**src/hdl/sst_pkg.sv**
```systemverilog
// Shared types and constants for the sorted set table.
// Used by sst_cell and sorted_set_table; depends on nothing else.
package sst_pkg;

  // Operation codes carried in the input transfer.
  localparam logic [1:0] OP_MEMBER = 2'd0;
  localparam logic [1:0] OP_INSERT = 2'd1;
  localparam logic [1:0] OP_DELETE = 2'd2;

  // Cells per group in the registered match reduction.
  localparam int unsigned GROUP_SIZE = 16;

  typedef struct packed {
    logic [1:0]  operation;
    logic [15:0] key_value;
  } in_item_t;

  typedef struct packed {
    logic       success;
    logic       full_reject;
    logic [8:0] entries_held;
  } out_item_t;

  // Broadcast from the controller to every cell.
  typedef struct packed {
    logic        cmp;
    logic        ins;
    logic        del;
    logic [15:0] key;
  } cell_ctl_t;

  typedef enum logic [1:0] {
    ST_IDLE,
    ST_CMP,
    ST_APPLY
  } state_t;

endpackage

```
**src/hdl/sst_cell.sv**
```systemverilog
// One cell of the sorted chain: a stored value, its valid bit and the
// registered less-than flag. Depends on sst_pkg.
module sst_cell (
  input  logic                  clk,
  input  logic                  rst_n,
  input  sst_pkg::cell_ctl_t    ctl,
  input  logic [15:0]           left_value,
  input  logic                  left_valid,
  input  logic                  left_lt,
  input  logic [15:0]           right_value,
  input  logic                  right_valid,
  output logic [15:0]           value,
  output logic                  valid,
  output logic                  lt,
  output logic                  eq
);

  logic [15:0] value_r;
  logic [15:0] value_nxt;
  logic        valid_r;
  logic        valid_nxt;
  logic        lt_r;

  // Compare the held value against the broadcast key.
  assign eq = valid_r && (value_r == ctl.key);

  // Cells below the key stay; the rest shift up on insert, down on delete.
  always_comb begin
    value_nxt = value_r;
    valid_nxt = valid_r;
    if (ctl.ins && !lt_r) begin
      if (left_lt) begin
        value_nxt = ctl.key;
        valid_nxt = 1'b1;
      end else begin
        value_nxt = left_value;
        valid_nxt = left_valid;
      end
    end else if (ctl.del && !lt_r) begin
      value_nxt = right_value;
      valid_nxt = right_valid;
    end
  end

  always_ff @(posedge clk) begin
    if (!rst_n) begin
      valid_r <= 1'b0;
      lt_r    <= 1'b0;
    end else begin
      valid_r <= valid_nxt;
      if (ctl.cmp) begin
        lt_r <= valid_r && (value_r < ctl.key);
      end
    end
  end

  // Payload register needs no reset.
  always_ff @(posedge clk) begin
    value_r <= value_nxt;
  end

  assign value = value_r;
  assign valid = valid_r;
  assign lt    = lt_r;

endmodule

```
**config.mk**
```make
export PLATFORM = sky130hd
export DESIGN_NAME = sst_cell
export DESIGN_NICKNAME = d
export VERILOG_FILES = /design/src/hdl/sst_pkg.sv /design/src/hdl/sst_cell.sv
export SDC_FILE = /design/constraint.sdc
export NUM_CORES = 1
export LEC_CHECK = 0
export BUFFER_PORTS_ARGS = -buffer_cell sky130_fd_sc_hd__buf_2
export CORE_UTILIZATION = 40
export CTS_CLUSTER_DIAMETER = 60
export DETAILED_ROUTE_END_ITERATION = 10
export GPL_TIMING_DRIVEN = 0
export PLACE_DENSITY_LB_ADDON = 0.25
export SYNTH_ARGS = -nofsm -noshare
export SYNTH_HDL_FRONTEND = slang
export SYNTH_SLANG_ARGS = --single-unit
export TNS_END_PERCENT = 20
```
**constraint.sdc**
```tcl
create_clock -name clk -period 4.3 [get_ports clk]
set_input_delay 0.215 -clock clk [delete_from_list [all_inputs] [get_ports clk]]
set_output_delay 0.215 -clock clk [all_outputs]
set_load 0.005 [all_outputs]
```
# Yosys cells after proc, flatten, opt, wreduce, memory -nomap -nowiden
# Cells that the tools add are included.
[totals]
regBits = 18
output_inout_bits = 19
wordCells = 17
[op_classes]
n_lt_le_gt_ge = 1
n_eq_ne = 1
n_mux = 6
reduce_logical = 6
[op_table]
columns = ["operator", "n"]
rows = [
  ["$mux W16", 3],
  ["$eq A16 B16 Y1", 1],
  ["$lt A16 B16 Y1", 1],
  ["$logic_and A1 B1 Y1", 4],
  ["$mux W1", 3],
  ["$reduce_bool A2 Y1", 1],
  ["$logic_not A1 Y1", 1],
]

# Logic depth before layout (Yosys ltp)
[logic_depth]
ltp_word = 4
depth_mapped = 6
ltp_nobuf = 6

# Least setup slack after synthesis
# OpenSTA, ideal clock, no wires.
[synth_timing]
path_type = "register -> register"
start = "register lt_r, in the netlist lt"
end = "register valid_r, in the netlist valid"
setup_ps = 77
arrival_ps = 1525
setup_slack_ps = 2697
path_stages_with_launch = 4
n_path_buf = 0
period_less_slack_ps = 1603
path_cell_list = "dfxtp_1 nor2_1 o311ai_0 a21boi_0"
[synth_via]
elab_chain_len = 3
word_cells_on_any_way = 5
cone_classes = "mux: 1; reduce/logical: 4"
[synth_lines]
columns = ["element", "line", "source"]
rows = [
  ["start, declared", "sst_cell.sv:22", "logic lt_r;"],
  ["start signal, assigned", "sst_cell.sv:52", "lt_r <= valid_r && (value_r < ctl.key);"],
  ["$logic_not A1 Y1 *", "sst_cell.sv:31, sst_cell.sv:39", ""],
  ["$logic_and A1 B1 Y1, on equally long branches", "sst_cell.sv:31, sst_cell.sv:39", ""],
  ["$mux W1 / $reduce_bool A2 Y1 (equally long branches)", "-", ""],
  ["end signal, assigned", "sst_cell.sv:50", "valid_r <= valid_nxt;"],
  ["end, declared", "sst_cell.sv:20", "logic valid_r;"],
]
# Mark *: on every way between the ends. The rest lies on a longest branch, timed or not.
# A chain may end at the register's enable or synchronous reset.

# Worst setup path after layout
[layout_timing]
start = "register value_r[14], in the netlist value[14]"
end = "output port eq"
[layout_via]
elab_chain_len = 2
[layout_lines]
columns = ["element", "line", "source"]
rows = [
  ["start, declared", "sst_cell.sv:18", "logic [15:0] value_r;"],
  ["start signal, assigned", "sst_cell.sv:59", "value_r <= value_nxt;"],
  ["$eq A16 B16 Y1", "sst_cell.sv:25", "assign eq = valid_r && (value_r == ctl.key);"],
  ["$logic_and A1 B1 Y1", "sst_cell.sv:25", ""],
  ["end, declared", "sst_cell.sv:15", "output logic eq"],
]
# No other way between the ends.

==> results by group <==
GRT
  • Total grt overflow: 0
  • GRT Util Overall: between 10% and 20%
  • First-pass GRT wire length: 4920 um
  • Antenna violations before repair: 0
  • Largest net degree at the start of global routing: 18
  • Vias in the first global route: 1182

Floorplanning
  • # IOs: 75
  • Core area: 3100 um^2
  • Starting Density: 42.6%
  • Row count: 20
  • Die ar.: 3540 um^2
  • Die H: between 50 and 60 um
  • Die width: roughly 59 um

Critical path
  • Critical path class: register to output pin
  • Critical path's largest stage delay: 0.42 ns
  • R2r worst-path depth: 5
  • Crit path buffers/inverters: 1
  • Crit path capture type: output pin
  • Critical Path Fanout Max: 4
  • Critical Path RT: 4.09 ns
  • Origin of the critical flop-to-flop path: value[14]
  • R2R Path End: lt
  • Slowest cell on crit path: edfxtp_1
  • CP startpoint kind: register
  • CP Cell Sequence: ha_1 -> nand4_1 -> nor4_1 -> and3_1 -> buf_2
  • Top delay family on crit path: simple AND/OR/NAND/NOR gates
  • R2R setup slack: ~2.6 ns
  • Worst Path Arrival: 1.96 ns

Yosys
  • Post-synthesis cell count: 136
  • Post-synth ARST share: 0%
  • Synth top area share: 36.4%
  • Register area share after synthesis: about 39%
  • Register bit count reported by yosys: 18
  • Synthesized area per cell: 9.72 um^2
  • Synthesized area: 1320 um^2
  • Distinct cells, synth: 30
  • Top FF cell, synth: edfxtp_1
  • Synth warn: 0
  • Area contributors post-synth: edfxtp_1 36%, ha_1 15%, mux2i_1 12%, o21ai_0 6.8%, nand2_1 5.4%
  • Cell taking the most area after synthesis: edfxtp_1
  • Most instantiated cells after synthesis: 19 x nand2_1, 18 x o21ai_0
  • Post-synth EDFFs: 16
  • Most common cell in the netlist: nand2_1
  • Synth Net Count: 208

Timing
  • Final hold violations: 0
  • Final setup vio count: 0
  • Clock skew: 0.0190 ns
  • Final Max Slew Viols: 0
  • Final min period: 2.17 ns
  • Unrepaired setup endpoints after global routing: false
  • F_max: 460 MHz
  • Final Cycle Share: slightly above 50%
  • Final setup TNS: 0 ns
  • Slew @ Worst Pin: 0.899 ns
  • Worst slew margin: 40.0%

Pwr
  • Leak: roughly 0.95 nW
  • Areal power density over the cells: 259 nW/um^2
  • Pwr Total: 0.459 mW
  • Worst vdd ir: 0.122 mV

Flow run
  • Max Cap Viol: 0

Clock network
  • H-tree depth: 1
  • Root cell of the clock tree: clkbuf_4
  • CTS tree: done
  • CTS buffer count: 3
  • Post-CTS Resized: 0
  • CTS clk-pin slew, worst paths: 0.13 ns
  • Worst-case clock buffer depth: 2
  • Clock Sinks: 18
  • Setup bufs post-CTS: 0
  • Hold buffer count at CTS: 0
  • Clock Latency Late Sink: approximately 0.32 ns

Min path
  • Hold Path End: value[9]
  • Hold Path Class: input port to register
  • Hold Path Depth: 3
  • Min-delay src: right_value[9]

Final layout
  • N_diodes: 0
  • Total of fill cells in the finished design: 312
  • Area grow syn2layout: 34.0%
  • Layout cell share with drive strength beyond 1: 38.5%
  • Nets: 286

Drt
  • Drt first-iter violations: 96
  • DR vias: 1269
  • DR vias/cell: 4.94
  • WL per Instance: 12.6 um
  • Final ANT Viol Nets: 0
  • Pre-Repair DR Iteration Count: 4
  • Routed WL: 3250 um
  • Drt drc: 0

Placed design
  • GP Congestion: 0.762
  • Port bufs: 73
  • DPL Wire Length: 2570 um

Run status
  • Outcome: finished clean
[report_power, final]
part | total [mW] | switching (mW) | internal, mW
combinational | 0.136 | 0.0689 | 0.0675
clock | 0.0952 | 0.0613 | 0.0339
sequential | 0.227 | 0.0112 | 0.216
[layer usage]
| layer | vias up | global-route usage (%) | share of wire [%] |
|---|---|---|---|
| li1 | 644 | - | - |
| met1 | 568 | 22.7 | 42 |
| met2 | 52 | 33.7 | 50 |
| met3 | 5 | 4.37 | 6.6 |
| met4 | 0 | 8.16 | 1.4 |
| met5 | - | 0 | 0 |
[final cells by class]
| class | count | area [um^2] | share of cell area (%) |
|---|---|---|---|
| buffer | 5 | 23.8 | 1.34 |
| tap | 44 | 55.1 | 3.11 |
| timing repair buffer | 73 | 365 | 20.6 |
| inverter | 16 | 60.1 | 3.39 |
| clock buffer | 3 | 22.5 | 1.27 |
| sequential | 18 | 520 | 29.4 |
| multi-input combinational | 97 | 719 | 40.6 |
| clock inverter | 1 | 3.75 | 0.212 |
[tightest hold or removal path, stage by stage]
cell,delay (ns)
buf_2,0.07
nand2_1,0.03
o21ai_0,0.05
[logic make-up after synthesis]
family | after synthesis | synth area share, %
and+or+nand+nor | 33 | 11.9
AOI/OAI and AO/OA | 32 | 15.1
buffers and inverters | 21 | 6.34
DFF | 18 | 39.4
muxes | 16 | 12.1
adders and majority gates | 16 | 15.2
[through the flow]
step           setup WS, ns  area (um^2)  util, %  hold WS (ns)  cells
2_1_floorplan          2.70         1320        -         0.369    136
3_3_place_gp           2.25         1740     56.1         0.488    253
3_5_place_dp           2.09         1740     56.1         0.494    253
4_1_cts                2.07         1770     57.0         0.164    257
5_1_grt                1.99         1770     57.1         0.158    257
6_report               2.13         1770     57.1         0.159    257
[worst max-delay path by stage]
stage	start	to	slack, ns	depth (start not counted)
2_1_floorplan	lt	valid	2.70	3
3_3_place_gp	ctl[17]	valid	2.25	5
3_5_place_dp	ctl[17]	valid	2.09	5
4_1_cts	lt	valid	2.07	3
5_1_grt	value[14]	eq	1.99	5
6_report	value[14]	eq	2.13	5
[flip-flops by register name (all words and copies together) (netlist names)]
signal and cells:
valid 1, lt 1, value 16
[layout by cell type (no fill, tap or decap), types with 2 or more instances in the layout]
cell / count
a21oi_1: 4
clkbuf_4: 3
ha_1: 16
edfxtp_1: 16
mux2i_1: 16
buf_2: 74
nand2_1: 19
inv_1: 16
o21ai_0: 18
clkbuf_1: 3
a21o_1: 2
nand2b_1: 2
nor2_1: 2
dfxtp_1: 2
nand4_1: 2
No activity file was read; power rests on OpenSTA's default activity.
